`config.mk`:
```
export PLATFORM = sky130hd
export DESIGN_NAME = block_audio_level_meter_unit
export DESIGN_NICKNAME = d
export VERILOG_FILES = /design/src/sv/alm_pkg.sv /design/src/sv/alm_front.sv /design/src/sv/alm_queue.sv /design/src/sv/alm_back.sv /design/src/sv/block_audio_level_meter_unit.sv
export SDC_FILE = /design/constraint.sdc
export NUM_CORES = 1
export LEC_CHECK = 0
export BUFFER_PORTS_ARGS = -buffer_cell sky130_fd_sc_hd__buf_2
export CAP_MARGIN = 20
export CORE_UTILIZATION = 55
export DETAILED_ROUTE_END_ITERATION = 10
export GPL_ROUTABILITY_DRIVEN = 0
export GPL_TIMING_DRIVEN = 0
export PLACE_DENSITY_LB_ADDON = 0.08
export SYNTH_ARGS = -nofsm -noshare
export SYNTH_HDL_FRONTEND = slang
export SYNTH_SLANG_ARGS = --single-unit
```
`constraint.sdc`:
```
create_clock -name clk -period 14.6 [get_ports clk]
set_clock_uncertainty 0.2 [all_clocks]
set_input_delay 1.46 -clock clk [delete_from_list [all_inputs] [get_ports clk]]
set_output_delay 1.46 -clock clk [all_outputs]
set_load 0.01 [all_outputs]
```
`src/sv/alm_pkg.sv`:
```
package alm_pkg;

  localparam int SAMPLE_W = 16;
  localparam int MAG_W = 17;
  localparam int SUM_W = 28;
  localparam int REG_W = 10;
  localparam int LEN_W = 13;
  localparam int CFG_IDX_W = 2;
  localparam int FULL_SCALE_SHIFT = 15;
  localparam int NUM_W = SUM_W + REG_W;
  localparam int QUO_W = REG_W + 1;
  localparam int STEP_W = 4;
  localparam int QUEUE_DEPTH = 2;

  localparam logic [CFG_IDX_W-1:0] REG_LEVEL_GAIN = 2'd0;
  localparam logic [CFG_IDX_W-1:0] REG_LEVEL_CEILING = 2'd1;
  localparam logic [REG_W-1:0] GAIN_RESET = 10'd500;
  localparam logic [REG_W-1:0] CEILING_RESET = 10'd100;

  typedef enum logic [1:0] {
    BK_IDLE,
    BK_DIV,
    BK_DONE
  } back_state_t;

  typedef struct packed {
    logic push;
    logic pop;
    logic full;
    logic empty;
  } queue_ctrl_t;

endpackage

```
`src/sv/alm_front.sv`:
```
module alm_front #(
  parameter int MAX_BLOCK_SAMPLES = 4096,
  parameter int CNT_W = $clog2(MAX_BLOCK_SAMPLES + 1),
  parameter int ENTRY_W = alm_pkg::SUM_W + CNT_W + 1
) (
  input  logic                                clk,
  input  logic                                rst,
  input  logic                                accept,
  input  logic signed [alm_pkg::SAMPLE_W-1:0] sample_value,
  input  logic                                last_sample,
  output logic                                push,
  output logic [ENTRY_W-1:0]                  push_data
);

  logic [alm_pkg::SUM_W-1:0] magnitude_sum;
  logic [CNT_W-1:0]          sample_count;
  logic                      overflow_seen;

  logic [alm_pkg::SUM_W-1:0] sum_next;
  logic [CNT_W-1:0]          count_next;
  logic                      over_next;
  logic [alm_pkg::MAG_W-1:0] ext;
  logic [alm_pkg::MAG_W-1:0] mag;
  logic [alm_pkg::SUM_W:0]   sum_wide;

  always_comb begin
    ext = {sample_value[alm_pkg::SAMPLE_W-1], sample_value};
    mag = ext[alm_pkg::MAG_W-1] ? (~ext + alm_pkg::MAG_W'(1)) : ext;
    sum_wide = {1'b0, magnitude_sum} + (alm_pkg::SUM_W+1)'(mag);
    sum_next = magnitude_sum;
    count_next = sample_count;
    over_next = overflow_seen;
    if (sample_count < CNT_W'(MAX_BLOCK_SAMPLES)) begin
      count_next = sample_count + CNT_W'(1);
      sum_next = sum_wide[alm_pkg::SUM_W] ? {alm_pkg::SUM_W{1'b1}}
                                          : sum_wide[alm_pkg::SUM_W-1:0];
    end else begin
      over_next = 1'b1;
    end
    push = accept && last_sample;
    push_data = {sum_next, count_next, over_next};
  end

  always_ff @(posedge clk) begin
    if (rst) begin
      magnitude_sum <= '0;
      sample_count <= '0;
      overflow_seen <= 1'b0;
    end else if (accept) begin
      if (last_sample) begin
        magnitude_sum <= '0;
        sample_count <= '0;
        overflow_seen <= 1'b0;
      end else begin
        magnitude_sum <= sum_next;
        sample_count <= count_next;
        overflow_seen <= over_next;
      end
    end
  end

endmodule

```
`src/sv/alm_queue.sv`:
```
module alm_queue #(
  parameter int ENTRY_W = 46
) (
  input  logic               clk,
  input  logic               rst,
  input  logic               push,
  input  logic [ENTRY_W-1:0] push_data,
  input  logic               pop,
  output logic [ENTRY_W-1:0] pop_data,
  output logic               full,
  output logic               empty
);

  localparam int PTR_W = $clog2(alm_pkg::QUEUE_DEPTH);
  localparam int FILL_W = $clog2(alm_pkg::QUEUE_DEPTH + 1);

  logic [ENTRY_W-1:0] entries [alm_pkg::QUEUE_DEPTH];
  logic [PTR_W-1:0]   wr_ptr;
  logic [PTR_W-1:0]   rd_ptr;
  logic [FILL_W-1:0]  fill;

  assign full = (fill == FILL_W'(alm_pkg::QUEUE_DEPTH));
  assign empty = (fill == '0);
  assign pop_data = entries[rd_ptr];

  always_ff @(posedge clk) begin
    if (push) begin
      entries[wr_ptr] <= push_data;
    end
  end

  always_ff @(posedge clk) begin
    if (rst) begin
      wr_ptr <= '0;
      rd_ptr <= '0;
      fill <= '0;
    end else begin
      if (push) begin
        wr_ptr <= wr_ptr + PTR_W'(1);
      end
      if (pop) begin
        rd_ptr <= rd_ptr + PTR_W'(1);
      end
      if (push && !pop) begin
        fill <= fill + FILL_W'(1);
      end else if (pop && !push) begin
        fill <= fill - FILL_W'(1);
      end
    end
  end

  a_no_push_when_full: assert property (@(posedge clk) disable iff (rst) push |-> !full)
    else $error("Closed block pushed into a full queue.");

  a_no_pop_when_empty: assert property (@(posedge clk) disable iff (rst) pop |-> !empty)
    else $error("Queue popped while empty.");

endmodule

```
`src/sv/alm_back.sv`:
```
module alm_back #(
  parameter int MAX_BLOCK_SAMPLES = 4096,
  parameter int CNT_W = $clog2(MAX_BLOCK_SAMPLES + 1),
  parameter int ENTRY_W = alm_pkg::SUM_W + CNT_W + 1
) (
  input  logic                       clk,
  input  logic                       rst,
  input  logic [alm_pkg::REG_W-1:0]  level_gain,
  input  logic [alm_pkg::REG_W-1:0]  level_ceiling,
  input  logic                       queue_empty,
  input  logic [ENTRY_W-1:0]         queue_data,
  output logic                       pop,
  input  logic                       out_stall,
  output logic                       out_valid,
  output logic [alm_pkg::REG_W-1:0]  level,
  output logic [alm_pkg::LEN_W-1:0]  block_length,
  output logic                       overlong
);

  localparam int DEN_W = CNT_W + alm_pkg::FULL_SCALE_SHIFT;
  localparam int DIV_W = DEN_W + alm_pkg::REG_W;
  localparam int AW = (DIV_W > alm_pkg::NUM_W) ? DIV_W : alm_pkg::NUM_W;

  alm_pkg::back_state_t state;
  alm_pkg::back_state_t state_next;

  logic [AW-1:0]                  rem;
  logic [AW-1:0]                  divisor;
  logic [alm_pkg::QUO_W-1:0]      quo;
  logic [alm_pkg::STEP_W-1:0]     step;
  logic [CNT_W-1:0]               count_q;
  logic                           over_q;

  logic [alm_pkg::SUM_W-1:0]      q_sum;
  logic [CNT_W-1:0]               q_count;
  logic                           q_over;
  logic [alm_pkg::NUM_W-1:0]      product;
  logic [DEN_W-1:0]               den;
  logic                           ge;
  logic                           load_out;
  logic [alm_pkg::REG_W-1:0]      level_next;

  always_comb begin
    {q_sum, q_count, q_over} = queue_data;
    product = alm_pkg::NUM_W'(q_sum) * alm_pkg::NUM_W'(level_gain);
    den = {q_count, {alm_pkg::FULL_SCALE_SHIFT{1'b0}}} - DEN_W'(q_count);
    ge = (rem >= divisor);
    if (quo[alm_pkg::QUO_W-1] || (quo[alm_pkg::REG_W-1:0] > level_ceiling)) begin
      level_next = level_ceiling;
    end else begin
      level_next = quo[alm_pkg::REG_W-1:0];
    end
  end

  always_comb begin
    state_next = state;
    pop = 1'b0;
    load_out = 1'b0;
    unique case (state)
      alm_pkg::BK_IDLE: begin
        if (!queue_empty) begin
          pop = 1'b1;
          state_next = alm_pkg::BK_DIV;
        end
      end
      alm_pkg::BK_DIV: begin
        if (step == '0) begin
          state_next = alm_pkg::BK_DONE;
        end
      end
      alm_pkg::BK_DONE: begin
        if (!out_valid || !out_stall) begin
          load_out = 1'b1;
          state_next = alm_pkg::BK_IDLE;
        end
      end
      default: begin
        state_next = alm_pkg::BK_IDLE;
      end
    endcase
  end

  always_ff @(posedge clk) begin
    if (rst) begin
      state <= alm_pkg::BK_IDLE;
    end else begin
      state <= state_next;
    end
  end

  always_ff @(posedge clk) begin
    if (pop) begin
      rem <= AW'(product);
      divisor <= AW'(den) << alm_pkg::REG_W;
      quo <= '0;
      step <= alm_pkg::STEP_W'(alm_pkg::REG_W);
      count_q <= q_count;
      over_q <= q_over;
    end else if (state == alm_pkg::BK_DIV) begin
      if (ge) begin
        rem <= rem - divisor;
      end
      divisor <= divisor >> 1;
      quo <= {quo[alm_pkg::QUO_W-2:0], ge};
      step <= step - alm_pkg::STEP_W'(1);
    end
  end

  always_ff @(posedge clk) begin
    if (load_out) begin
      level <= level_next;
      block_length <= alm_pkg::LEN_W'(count_q);
      overlong <= over_q;
    end
  end

  always_ff @(posedge clk) begin
    if (rst) begin
      out_valid <= 1'b0;
    end else if (load_out) begin
      out_valid <= 1'b1;
    end else if (!out_stall) begin
      out_valid <= 1'b0;
    end
  end

  a_level_within_ceiling: assert property (@(posedge clk) disable iff (rst)
    out_valid |-> level <= level_ceiling)
    else $error("Reported level exceeds the ceiling.");

  a_overlong_full_length: assert property (@(posedge clk) disable iff (rst)
    (out_valid && overlong) |-> block_length == alm_pkg::LEN_W'(MAX_BLOCK_SAMPLES))
    else $error("Overlong block does not report the maximum length.");

endmodule

```
`src/sv/block_audio_level_meter_unit.sv`:
```
// Mean absolute level meter: signed 16-bit samples are accepted one per cycle and summed as
// magnitudes until a sample marked last_sample closes the block; each block then yields one
// request with level = min(floor(sum * level_gain / (count * 32767)), level_ceiling), the
// block length and an overlong flag. The closing step runs in a shared restoring divider
// that loads the product, takes eleven quotient steps and then loads the output registers,
// and a two-entry queue of closed blocks sits in front of it, so the input stalls only
// when that queue is full: when short blocks arrive back to back faster than the divider
// finishes them or when results are held back at the output.
module block_audio_level_meter_unit #(
  parameter int MAX_BLOCK_SAMPLES = 4096
) (
  input  logic                                clk,
  input  logic                                rst,
  input  logic                                cfg_we,
  input  logic [alm_pkg::CFG_IDX_W-1:0]       cfg_index,
  input  logic [alm_pkg::REG_W-1:0]           cfg_data,
  input  logic                                in_valid,
  output logic                                in_stall,
  input  logic signed [alm_pkg::SAMPLE_W-1:0] sample_value,
  input  logic                                last_sample,
  output logic                                out_valid,
  input  logic                                out_stall,
  output logic [alm_pkg::REG_W-1:0]           level,
  output logic [alm_pkg::LEN_W-1:0]           block_length,
  output logic                                overlong
);

  localparam int CNT_W = $clog2(MAX_BLOCK_SAMPLES + 1);
  localparam int ENTRY_W = alm_pkg::SUM_W + CNT_W + 1;

  logic [alm_pkg::REG_W-1:0] level_gain;
  logic [alm_pkg::REG_W-1:0] level_ceiling;
  alm_pkg::queue_ctrl_t      qc;
  logic [ENTRY_W-1:0]        push_data;
  logic [ENTRY_W-1:0]        pop_data;
  logic                      accept;

  always_ff @(posedge clk) begin
    if (rst) begin
      level_gain <= alm_pkg::GAIN_RESET;
      level_ceiling <= alm_pkg::CEILING_RESET;
    end else if (cfg_we) begin
      unique case (cfg_index)
        alm_pkg::REG_LEVEL_GAIN:    level_gain <= cfg_data;
        alm_pkg::REG_LEVEL_CEILING: level_ceiling <= cfg_data;
        default: begin
        end
      endcase
    end
  end

  assign in_stall = qc.full;
  assign accept = in_valid && !in_stall;

  alm_front #(
    .MAX_BLOCK_SAMPLES(MAX_BLOCK_SAMPLES),
    .CNT_W(CNT_W),
    .ENTRY_W(ENTRY_W)
  ) u_front (
    .clk(clk),
    .rst(rst),
    .accept(accept),
    .sample_value(sample_value),
    .last_sample(last_sample),
    .push(qc.push),
    .push_data(push_data)
  );

  alm_queue #(
    .ENTRY_W(ENTRY_W)
  ) u_queue (
    .clk(clk),
    .rst(rst),
    .push(qc.push),
    .push_data(push_data),
    .pop(qc.pop),
    .pop_data(pop_data),
    .full(qc.full),
    .empty(qc.empty)
  );

  alm_back #(
    .MAX_BLOCK_SAMPLES(MAX_BLOCK_SAMPLES),
    .CNT_W(CNT_W),
    .ENTRY_W(ENTRY_W)
  ) u_back (
    .clk(clk),
    .rst(rst),
    .level_gain(level_gain),
    .level_ceiling(level_ceiling),
    .queue_empty(qc.empty),
    .queue_data(pop_data),
    .pop(qc.pop),
    .out_stall(out_stall),
    .out_valid(out_valid),
    .level(level),
    .block_length(block_length),
    .overlong(overlong)
  );

endmodule
```
==> PnR_summary.wiki, run 1 <==
{| class="wikitable"
! Metric !! Value
|-
| Run status || completed
|-
| Number of different library cells in the post-synthesis netlist || around 80
|-
| Total standard cell area after synthesis || between 0.02 and 0.025 mm2
|-
| Die H || 210 um
|-
| Overall Global Routing Usage || approximately 29%
|-
| Number of hold-repair buffers added at the cts stage || 0
|-
| Mapped Nets || between 2000 and 3000
|-
| Finished layout cell area || 0.0260 mm2
|-
| Via count of the first global-routing pass || about 19000
|-
| Final setup violation count || 0
|-
| Per-cell routed wire length || between 15 and 20 um
|-
| Maximum fanout encountered on the critical timing path || 10
|-
| Resized Gates After CTS || 0
|-
| Setup repair after global routing missed its margin || no
|-
| Final total negative setup slack || 0 ns
|-
| Placed instance area || about 0.025 mm2
|-
| Number of nets in the layout || slightly below 3000
|-
| Count of warnings emitted by yosys || 0
|-
| Share of synthesized flip-flops with an asynchronous set or reset || 0%
|-
| Num ports || 60
|-
| Post-detailed-route count of antenna-violating nets || 0
|-
| CTS Root Cell || clkbuf_16
|-
| Synth top area cells || edfxtp_1 (24%), fa_1 (17%), dfxtp_1 (8.0%)
|-
| Final slew viol count || 0
|-
| Floorplan die width || ~210 um
|-
| Flip-flop and latch area || 0.00755 mm2
|-
| Sequential element share of the synthesized area || between 30% and 40%
|-
| Routed vias/inst || a little under 6
|-
| Number of antenna violations at the first check in global routing || 0
|-
| First-pass GRT wire length || around 100000 um
|-
| H-tree depth || 1
|-
| Number of cells on the worst reg-to-reg path || 25
|-
| Req. time, crit path || about 15 ns
|-
| Setup WS post-layout || 6.13 ns
|-
| Longest Clk Path Bufs || 3
|-
| Transition time of the tightest slew-check pin || 0.874 ns
|-
| Number of buffers added by the clock tree synthesis step || 31
|-
| DR iter-0 viols || around 1600
|-
| Antenna diode instance count || 0
|-
| Buffers on Ports || between 50 and 60
|-
| Avg Inst Size Synth || ~9.6 um2
|-
| Total congestion overflow after global routing || 0
|-
| Most used flip-flop cell after synthesis || edfxtp_1
|-
| Initial standard-cell utilization of the core || ~56%
|-
| Multi-input combinational cell area || 0.0148 mm2
|-
| Share of the synthesized area in the top cell type || 23.7%
|-
| Worst max-slew margin expressed relative to the limit || between 40% and 50%
|-
| Number of fill cells || between 3000 and 4000
|-
| Worst setup path end || u_back.rem[19]
|-
| Highest-count cells in the layout ignoring fill and taps || nand2_1 (282), inv_1 (282), fa_1 (208)
|-
| Crit end category || register
|-
| Overall via count from detail_route || 18300
|-
| Count of unresolved DRC violations after routing || 0
|-
| Clock period minus worst slack || 8.47 ns
|-
| Pre-CTS worst setup slack || just over 6 ns
|-
| Detailed-placement wirelength estimate || slightly below 50000 um
|-
| Number of enable-type register cells in the synthesized netlist || ~190
|-
| CTS tree || yes
|-
| Launching element type of the critical path || register
|-
| Flop and latch count out of synthesis || 283
|-
| # Post-CTS Setup Buffers || 0
|-
| Post-CTS clock slew at the launch and capture registers of the worst setup and hold paths || roughly 0.070 ns
|-
| CP Class || register to register
|-
| Achievable clock frequency || 0.118 GHz
|-
| Worst flop-to-flop path endpoint || u_back.rem[19]
|-
| Core ar. || ~0.042 mm2
|-
| Synth Instances || between 2000 and 2500
|-
| Area added between synthesis and finish || 9.33%
|-
| Period utilization || between 50% and 60%
|-
| Routed wire length || between 60000 and 70000 um
|-
| Die Area || around 0.044 mm2
|-
| Post-placement cell count || 3113
|-
| Final hold violations || 0
|-
| Max-cap check violation count || 0
|-
| Class of the most critical hold timing path || register to register
|-
| Detailed-routing iteration count for the pre-antenna-repair pass || 8
|-
| Critical path arrival || 8.61 ns
|-
| Share of post-route cells with drive strength above 1 || under 10%
|-
| Finished Layout Cells || 3172
|-
| Worst-case register-to-register setup slack || 6.13 ns
|-
| Cell taking the most area after synthesis || edfxtp_1
|-
| Maximum number of pins on one net before global-route repair || 33
|-
| Sinks on Clock Net || 283
|-
| Insertion delay of the later-clocked pin in the worst-skew pair || ~0.60 ns
|-
| Number of cell rows || 75
|}
## per-stage QoR
step	hold WS (ns)	utilization (%)
after floorplan	0.200	-
after detailed placement	0.205	58.9
after global placement	0.203	58.7
final	0.221	61.5
after global routing	0.229	61.5
after CTS	0.221	61.5
## registers in the layout (all words and copies together) (netlist names), 4 cells and up, named ones only
signal / count
level_ceiling: 10
level_gain: 10
u_back.block_length: 13
u_back.count_q: 13
u_back.divisor: 38
u_back.level: 10
u_back.quo: 11
u_back.rem: 38
u_back.step: 4
u_front.magnitude_sum: 28
u_front.sample_count: 13
u_queue.entries: 84
## worst min-delay path by stage
stage / cells after the start / start / to
6_report: 0 / u_back.count_q[10] / u_back.block_length[10]
5_1_grt: 0 / u_back.count_q[0] / u_back.block_length[0]
4_1_cts: 0 / u_back.count_q[1] / u_back.block_length[1]
3_5_place_dp: 0 / u_back.count_q[1] / u_back.block_length[1]
3_3_place_gp: 0 / u_back.count_q[1] / u_back.block_length[1]
2_1_floorplan: 0 / u_back.count_q[0] / u_back.block_length[0]
## synth_stat cells (all sizes together) (41+ instances only)
| cell | number |
|---|---|
| dfxtp | 95 |
| ha | 143 |
| nand2 | 283 |
| xnor2 | 69 |
| o21ai | 77 |
| nand3 | 41 |
| mux2 | 52 |
| a21o | 54 |
| clkbuf | 86 |
| fa | 208 |
| edfxtp | 188 |
| inv | 283 |
| nor2 | 118 |
| nor3 | 52 |
| and2 | 153 |
| a21oi | 166 |
| xor2 | 51 |
## metal layers
layer  track usage (%)  part of all wire [%]  vias up  wire, um
li1                  -                     -     8603         -
met1              39.1                    43     9048     27000
met2              49.0                    48      598     30000
met3              3.25                   5.9      100      3660
met4              8.73                   3.0        0      1880
met5                 0                     0        -         0
## area by class of cell
| cell class | instances | share of cell area [%] |
|---|---|---|
| sequential | 283 | 29.0 |
| tap | 577 | 2.77 |
| timing repair buffer | 64 | 1.55 |
| buffer | 105 | 1.62 |
| clock buffer | 37 | 3.22 |
| multi-input combinational | 1802 | 56.8 |
| inverter | 283 | 4.08 |
| clock inverter | 21 | 0.932 |
## worst max-delay path, cell delays in order, from the launching register on
cell and delay, ns:
dfxtp_1 0.44, buf_4 0.22, clkbuf_1 0.55, clkbuf_1 0.66, mux2_2 0.51, nand2_1 0.14, fa_1 0.57, inv_1 0.05
fa_1 0.50, inv_1 0.05, fa_1 0.47, inv_1 0.05, fa_1 0.52, inv_1 0.05, fa_1 0.52, inv_1 0.04
ha_1 0.36, nand4_1 0.17, nor4_1 0.39, nor3_1 0.12, o21ai_0 0.45, a21oi_1 0.20, o221ai_1 0.25, xnor2_1 0.20
o22ai_1 0.12, or3_1 0.38
## kinds of logic (layout without fill, tap and decap cells)
group / after synthesis / in the layout / synth area share, %
AO/OA/AOI/OAI: 472 / 472 / 12.9
other: 1 / 1 / 0.0157
XOR/XNOR: 120 / 120 / 4.41
multiplexers: 76 / 76 / 3.48
buffers and inverters: 388 / 510 / 6.23
flip-flops: 283 / 283 / 31.7
AND/OR/NAND/NOR: 782 / 782 / 16.3
adder cells (fa/ha/maj): 351 / 351 / 25.0
Power of run 1 is left out: the tool's default activity adds up to more than one toggle a clock period on the data nets, which glitch-free logic cannot reach.
==> run 2: changes to the inputs <==
==> constraint.sdc (replaced) <==
create_clock -name clk -period 8.05 [get_ports clk]
set_clock_uncertainty 0.2 [all_clocks]
set_input_delay 0.805 -clock clk [delete_from_list [all_inputs] [get_ports clk]]
set_output_delay 0.805 -clock clk [all_outputs]
set_load 0.01 [all_outputs]
==> PnR_summary.wiki, run 2 (synthesis results as in run 1) <==
{| class="wikitable"
! Metric !! Value
|-
| Post-detailed-route count of antenna-violating nets || 0
|-
| Number of fill cells || 3573
|-
| CP Class || register to register
|-
| Post-placement cell count || just over 3000
|-
| Run status || completed
|-
| Number of buffers added by the clock tree synthesis step || 31
|-
| Core ar. || roughly 0.042 mm2
|-
| Number of hold-repair buffers added at the cts stage || 0
|-
| Initial standard-cell utilization of the core || 56.3%
|-
| Max-cap check violation count || 0
|-
| Post-CTS clock slew at the launch and capture registers of the worst setup and hold paths || 0.07 ns
|-
| Routed vias/inst || ~5.8
|-
| Count of unresolved DRC violations after routing || 0
|-
| Overall Global Routing Usage || between 20 and 30%
|-
| Number of antenna violations at the first check in global routing || 0
|-
| Reg with most FFs || u_queue.entries
|-
| Floorplan die width || around 210 um
|-
| Class of the most critical hold timing path || register to register
|-
| Share of post-route cells with drive strength above 1 || 8.64%
|-
| Die H || ~210 um
|-
| Longest Clk Path Bufs || 3
|-
| Per-cell routed wire length || 19.7 um
|-
| # Post-CTS Setup Buffers || 0
|-
| Critical path arrival || a little under 8 ns
|-
| Utilization after layout || around three fifths
|-
| Achievable clock frequency || around 0.13 GHz
|-
| CTS tree || yes
|-
| Req. time, crit path || about 8.2 ns
|-
| Smallest hold slack || around 0.22 ns
|-
| H-tree depth || 1
|-
| Insertion delay of the later-clocked pin in the worst-skew pair || around 0.6 ns
|-
| Launching element type of the critical path || register
|-
| Routed wire length || between 60000 and 70000 um
|-
| Die Area || about 0.044 mm2
|-
| Area added between synthesis and finish || 9.33%
|-
| CTS Root Cell || clkbuf_16
|-
| Clock period minus worst slack || 7.57 ns
|-
| Final slew viol count || 0
|-
| Via count of the first global-routing pass || ~19000
|-
| Total congestion overflow after global routing || 0
|-
| Flip-flop and latch area || around 0.0075 mm2
|-
| Multi-input combinational cell area || 0.0148 mm2
|-
| Maximum number of pins on one net before global-route repair || 33
|-
| First-pass GRT wire length || roughly 100000 um
|-
| Transition time of the tightest slew-check pin || around 0.86 ns
|-
| DR iter-0 viols || roughly 1500
|-
| Finished Layout Cells || between 3000 and 4000
|-
| Number of nets in the layout || around 3000
|-
| Detailed-placement wirelength estimate || about 48000 um
|-
| Crit end category || register
|-
| Overall via count from detail_route || ~18000
|-
| Antenna diode instance count || 0
|-
| Number of flip-flops under the largest register name || 84
|-
| Largest registers ranked by flip-flop count || u_queue.entries x84, u_back.divisor x38, u_back.rem x38
|-
| Number of cell rows || 75
|-
| Buffers on Ports || 58
|-
| Period utilization || between 90% and 100%
|-
| Final setup violation count || 0
|-
| Num ports || 60
|-
| Setup repair after global routing missed its margin || no
|-
| Sinks on Clock Net || about 280
|-
| Resized Gates After CTS || 3
|-
| Detailed-routing iteration count for the pre-antenna-repair pass || 6
|-
| Worst max-slew margin expressed relative to the limit || a little over two fifths
|-
| Maximum fanout encountered on the critical timing path || 19
|-
| Highest-count cells in the layout ignoring fill and taps || nand2_1 (282), inv_1 (282), fa_1 (208)
|-
| Final hold violations || 0
|}
-- run 2: layout make-up --
type	instances	share of cell area, %
inverter	283	4.08
tap	577	2.77
clock buffer	37	3.22
multi-input combinational	1802	56.8
timing repair buffer	64	1.55
buffer	104	1.62
clock inverter	21	0.932
sequential	283	29.0
-- run 2: worst max-delay path, cell delays in order (launching register included) --
cell      delay, ns
dfxtp_1        0.44
buf_4          0.32
clkbuf_2       0.39
mux2_2         0.45
nand2_1        0.14
fa_1           0.57
inv_1          0.05
fa_1           0.50
inv_1          0.05
fa_1           0.47
inv_1          0.05
fa_1           0.52
inv_1          0.05
fa_1           0.52
inv_1          0.04
ha_1           0.36
nand4_1        0.17
nor4_1         0.42
nor3_1         0.13
o21ai_1        0.33
a21oi_1        0.18
o221ai_1       0.23
xnor2_1        0.19
o22ai_1        0.11
or3_1          0.38
-- run 2: final timing paths --
path / start / end / slack [ns] / cells past startpoint
worst max-delay path: register / u_back.rem[19] / 0.48 / 24
worst min-delay path: u_back.count_q[1] / u_back.block_length[1] / 0.22 / 0
worst max register to register: register / u_back.rem[19] / 0.48 / 24
worst min register to register: u_back.count_q[1] / u_back.block_length[1] / 0.22 / 0
-- run 2: through the flow --
stage          instance area (um2)  setup TNS [ns]  setup WS, ns
6_report                     26000               0         0.485
5_1_grt                      26000               0         0.177
4_1_cts                      26000               0         0.451
3_5_place_dp                 24900          -0.593        -0.330
3_3_place_gp                 24800          -0.420        -0.281
2_1_floorplan                23800               0         0.894
-- run 2: routing by layer --
metal  GRT usage [%]  up-vias  routed length [um]
li1                -     8624                   -
met5               0        -                   0
met2            49.0      572               29900
met3            3.22      107                3330
met4            8.56        0                1860
met1            39.1     9068               27500
Power of run 2 is left out for the same reason.
==> run 3: changes to the inputs <==
--- a/config.mk
+++ b/config.mk
@@ -14,4 +14,5 @@
 export PLACE_DENSITY_LB_ADDON = 0.08
 export SYNTH_ARGS = -nofsm -noshare
 export SYNTH_HDL_FRONTEND = slang
+export SYNTH_HIERARCHICAL = 1
 export SYNTH_SLANG_ARGS = --single-unit
==> PnR_summary.wiki, run 3 <==
{| class="wikitable"
! Metric !! Value
|-
| Run status || completed
|-
| Biggest cell delay along the critical path || 0.68 ns
|-
| Area added between synthesis and finish || 9.15%
|-
| Detailed-routing iteration count for the pre-antenna-repair pass || 6
|-
| Sinks on Clock Net || about 280
|-
| Crit end category || register
|-
| Per-cell routed wire length || around 20 um
|-
| Number of flip-flops under the largest register name || between 80 and 90
|-
| Pre-CTS worst setup slack || between 0.2 and 0.3 ns
|-
| Maximum number of pins on one net before global-route repair || 39
|-
| Mapped Nets || 2960
|-
| Total congestion overflow after global routing || 0
|-
| Cell class contributing the biggest share of worst-path delay || adder cells
|-
| Transition time of the tightest slew-check pin || ~1.2 ns
|-
| Critical path arrival || 7.66 ns
|-
| Count leader, synth || nand2_1
|-
| Highest-delay cell along the critical path || clkbuf_1
|-
| Most used flip-flop cell after synthesis || edfxtp_1
|-
| Commonest cells in the netlist || nand2_1 (284), inv_1 (281), fa_1 (208)
|-
| Worst max-slew margin expressed relative to the limit || between 20% and 30%
|-
| Via count of the first global-routing pass || between 15000 and 20000
|-
| Setup WS post-layout || 0.518 ns
|-
| CTS tree || yes
|-
| Final hold violations || 0
|-
| Synth Instances || ~2600
|-
| Count of unresolved DRC violations after routing || 0
|-
| Routed vias/inst || slightly below 6
|-
| Most common cell after layout, fill and taps aside || nand2_1
|-
| Number of fill cells || between 3000 and 4000
|-
| Count of warnings emitted by yosys || 6
|-
| Overall via count from detail_route || 19000
|-
| Maximum fanout encountered on the critical timing path || 10
|-
| CP Class || register to register
|-
| Number of antenna violations at the first check in global routing || 1
|-
| Insertion delay of the later-clocked pin in the worst-skew pair || about 0.60 ns
|-
| Avg Inst Size Synth || 9.50 um2
|-
| Req. time, crit path || about 8 ns
|-
| Reg with most FFs || u_queue/entries
|-
| Max-cap check violation count || 0
|-
| Number of different library cells in the post-synthesis netlist || 96
|-
| Clock period minus worst slack || roughly 7.5 ns
|-
| Die Area || between 0.04 and 0.05 mm2
|-
| Routed wire length || approximately 65000 um
|-
| Synthesized-area fraction occupied by xor and xnor cells || 4.26%
|-
| Achievable clock frequency || approximately 0.13 GHz
|-
| # Post-CTS Setup Buffers || 0
|-
| Num ports || 60
|-
| Core ar. || 0.0435 mm2
|-
| Largest registers ranked by flip-flop count || u_queue/entries x84, u_back/divisor x38, u_back/rem x38
|-
| Detailed-placement wirelength estimate || between 50000 and 60000 um
|-
| Post-detailed-route count of antenna-violating nets || 0
|-
| Flop and latch count out of synthesis || between 200 and 300
|-
| Cell taking the most area after synthesis || edfxtp_1
|-
| Critical path's most frequent cell || fa_1
|-
| Adder-cell area share of the yosys netlist || ~24%
|-
| DR iter-0 viols || 1421
|-
| CTS Root Cell || clkbuf_16
|-
| Total standard cell area after synthesis || between 0.02 and 0.025 mm2
|-
| Post-CTS clock slew at the launch and capture registers of the worst setup and hold paths || 0.07 ns
|-
| Sequential element share of the synthesized area || between 30% and 40%
|-
| Die H || around 210 um
|-
| Buffers on Ports || between 50 and 60
|-
| Class of the most critical hold timing path || register to register
|-
| Longest Clk Path Bufs || 3
|-
| Dominant combinational cell family by area after synthesis || adder cells
|-
| Share of the synthesized area in the top cell type || 23.1%
|-
| Number of hold-repair buffers added at the cts stage || 0
|-
| Final slew viol count || 0
|-
| First-pass GRT wire length || about 100000 um
|-
| Final setup violation count || 0
|-
| Number of nets in the layout || approximately 3000
|-
| Overall Global Routing Usage || about 30%
|-
| Post-synthesis share of cell area spent on and, or, nand and nor gates || between 10% and 20%
|-
| Period utilization || a little over 90%
|-
| Floorplan die width || roughly 210 um
|-
| Critical Path, Cell by Cell || clkbuf_1 > clkbuf_1 > nand2_1 > fa_1 > fa_1 > inv_1 > fa_1 > fa_1 > inv_1 > fa_1 > inv_1 > ha_1 > a21oi_1 > o21ai_0 > a221oi_1 > nand3b_1 > a31oi_1 > o2111ai_1 > o41ai_1 > xnor2_1 > mux2i_1
|-
| Number of cell rows || 76
|-
| Setup repair after global routing missed its margin || no
|-
| Share of synthesized area spent on multiplexers || 3.41%
|-
| Number of enable-type register cells in the synthesized netlist || 188
|-
| Share of post-route cells with drive strength above 1 || under 10%
|-
| Share of synthesized flip-flops with an asynchronous set or reset || 0%
|-
| Initial standard-cell utilization of the core || between 50% and 60%
|-
| Final total negative setup slack || 0 ns
|-
| Highest-count cells in the layout ignoring fill and taps || nand2_1 (283), inv_1 (281), fa_1 (208)
|-
| Synth top area cells || edfxtp_1 (23%), fa_1 (17%), dfxtp_1 (7.8%)
|-
| Launching element type of the critical path || register
|-
| Number of buffers added by the clock tree synthesis step || 30
|-
| Share of the synthesized area in compound gates (AO/OA/AOI/OAI) || between 10 and 15%
|-
| Number of buffers and inverters on the critical path || 5
|-
| H-tree depth || 1
|}
-- run 3: cell count changes in the layout (fill, tap and decap cells not counted), moves of 8 or more --
cell,change
a211o_1,-12
a21oi_1,+11
a41oi_1,+8
and3_1,-8
buf_1,+8
buf_2,+10
clkbuf_1,+20
nand2b_1,+11
nand4_1,+11
nor2_1,-13
nor3b_1,-10
o21ai_0,+24
-- run 3: area by class of cell --
| type | instances | area, um2 | area share (%) |
|---|---|---|---|
| Timing Repair Buffer | 64 | 385 | 1.44 |
| Inverter | 281 | 1050 | 3.95 |
| Clock inverter | 24 | 340 | 1.27 |
| Tap cell | 585 | 732 | 2.74 |
| Sequential cell | 283 | 7550 | 28.3 |
| Clock buffer | 32 | 758 | 2.84 |
| Buffer | 150 | 654 | 2.45 |
| Antenna cell | 1 | 2.50 | 0.00937 |
| Multi-Input combinational cell | 1860 | 15200 | 57.0 |
-- run 3: final timing paths --
path,startpoint,to,slack (ns),cells past startpoint
worst max-delay path,level_gain[8],u_back/rem[37],0.52,21
worst min-delay path,u_back/count_q[11],u_back/block_length[11],0.20,0
worst max register to register,level_gain[8],u_back/rem[37],0.52,21
worst min register to register,u_back/count_q[11],u_back/block_length[11],0.20,0
-- run 3: kinds of logic after synthesis --
| logic type | after synthesis |
|---|---|
| multiplexers | 77 |
| adder cells (fa/ha/maj) | 351 |
| flip-flops | 283 |
| XOR/XNOR | 119 |
| AO/OA/AOI/OAI | 525 |
| AND/OR/NAND/NOR | 787 |
| other | 1 |
| buffers and inverters | 432 |
-- run 3: what timing repair did --
| item | 4_1_cts | 5_1_grt |
|---|---|---|
| gates resized for setup | 0 | 6 |
| hold endpoints to repair | 0 | 0 |
| setup endpoints to repair | 0 | 4 |
-- run 3: metrics by stage --
| step | instances | util [%] | area, um2 | hold WS [ns] |
|---|---|---|---|---|
| after floorplan | 2575 | - | 24500 | 0.200 |
| after global placement | 3219 | 58.7 | 25500 | 0.205 |
| after detailed placement | 3224 | 58.9 | 25600 | 0.205 |
| after CTS | 3280 | 61.4 | 26700 | 0.196 |
| after global routing | 3279 | 61.4 | 26700 | 0.215 |
| final | 3280 | 61.4 | 26700 | 0.195 |
-- run 3: layer usage --
metal  share of wire, %  wire (um)  track usage, %  vias to the layer above
li1                   -          -               -                     8960
met2                 47      30600            48.9                      621
met5                  0          0               0                        -
met3                7.2       4690            5.59                      111
met4                3.5       2260            10.1                        0
met1                 43      27900            39.1                     9340
Power of run 3 is left out for the same reason.
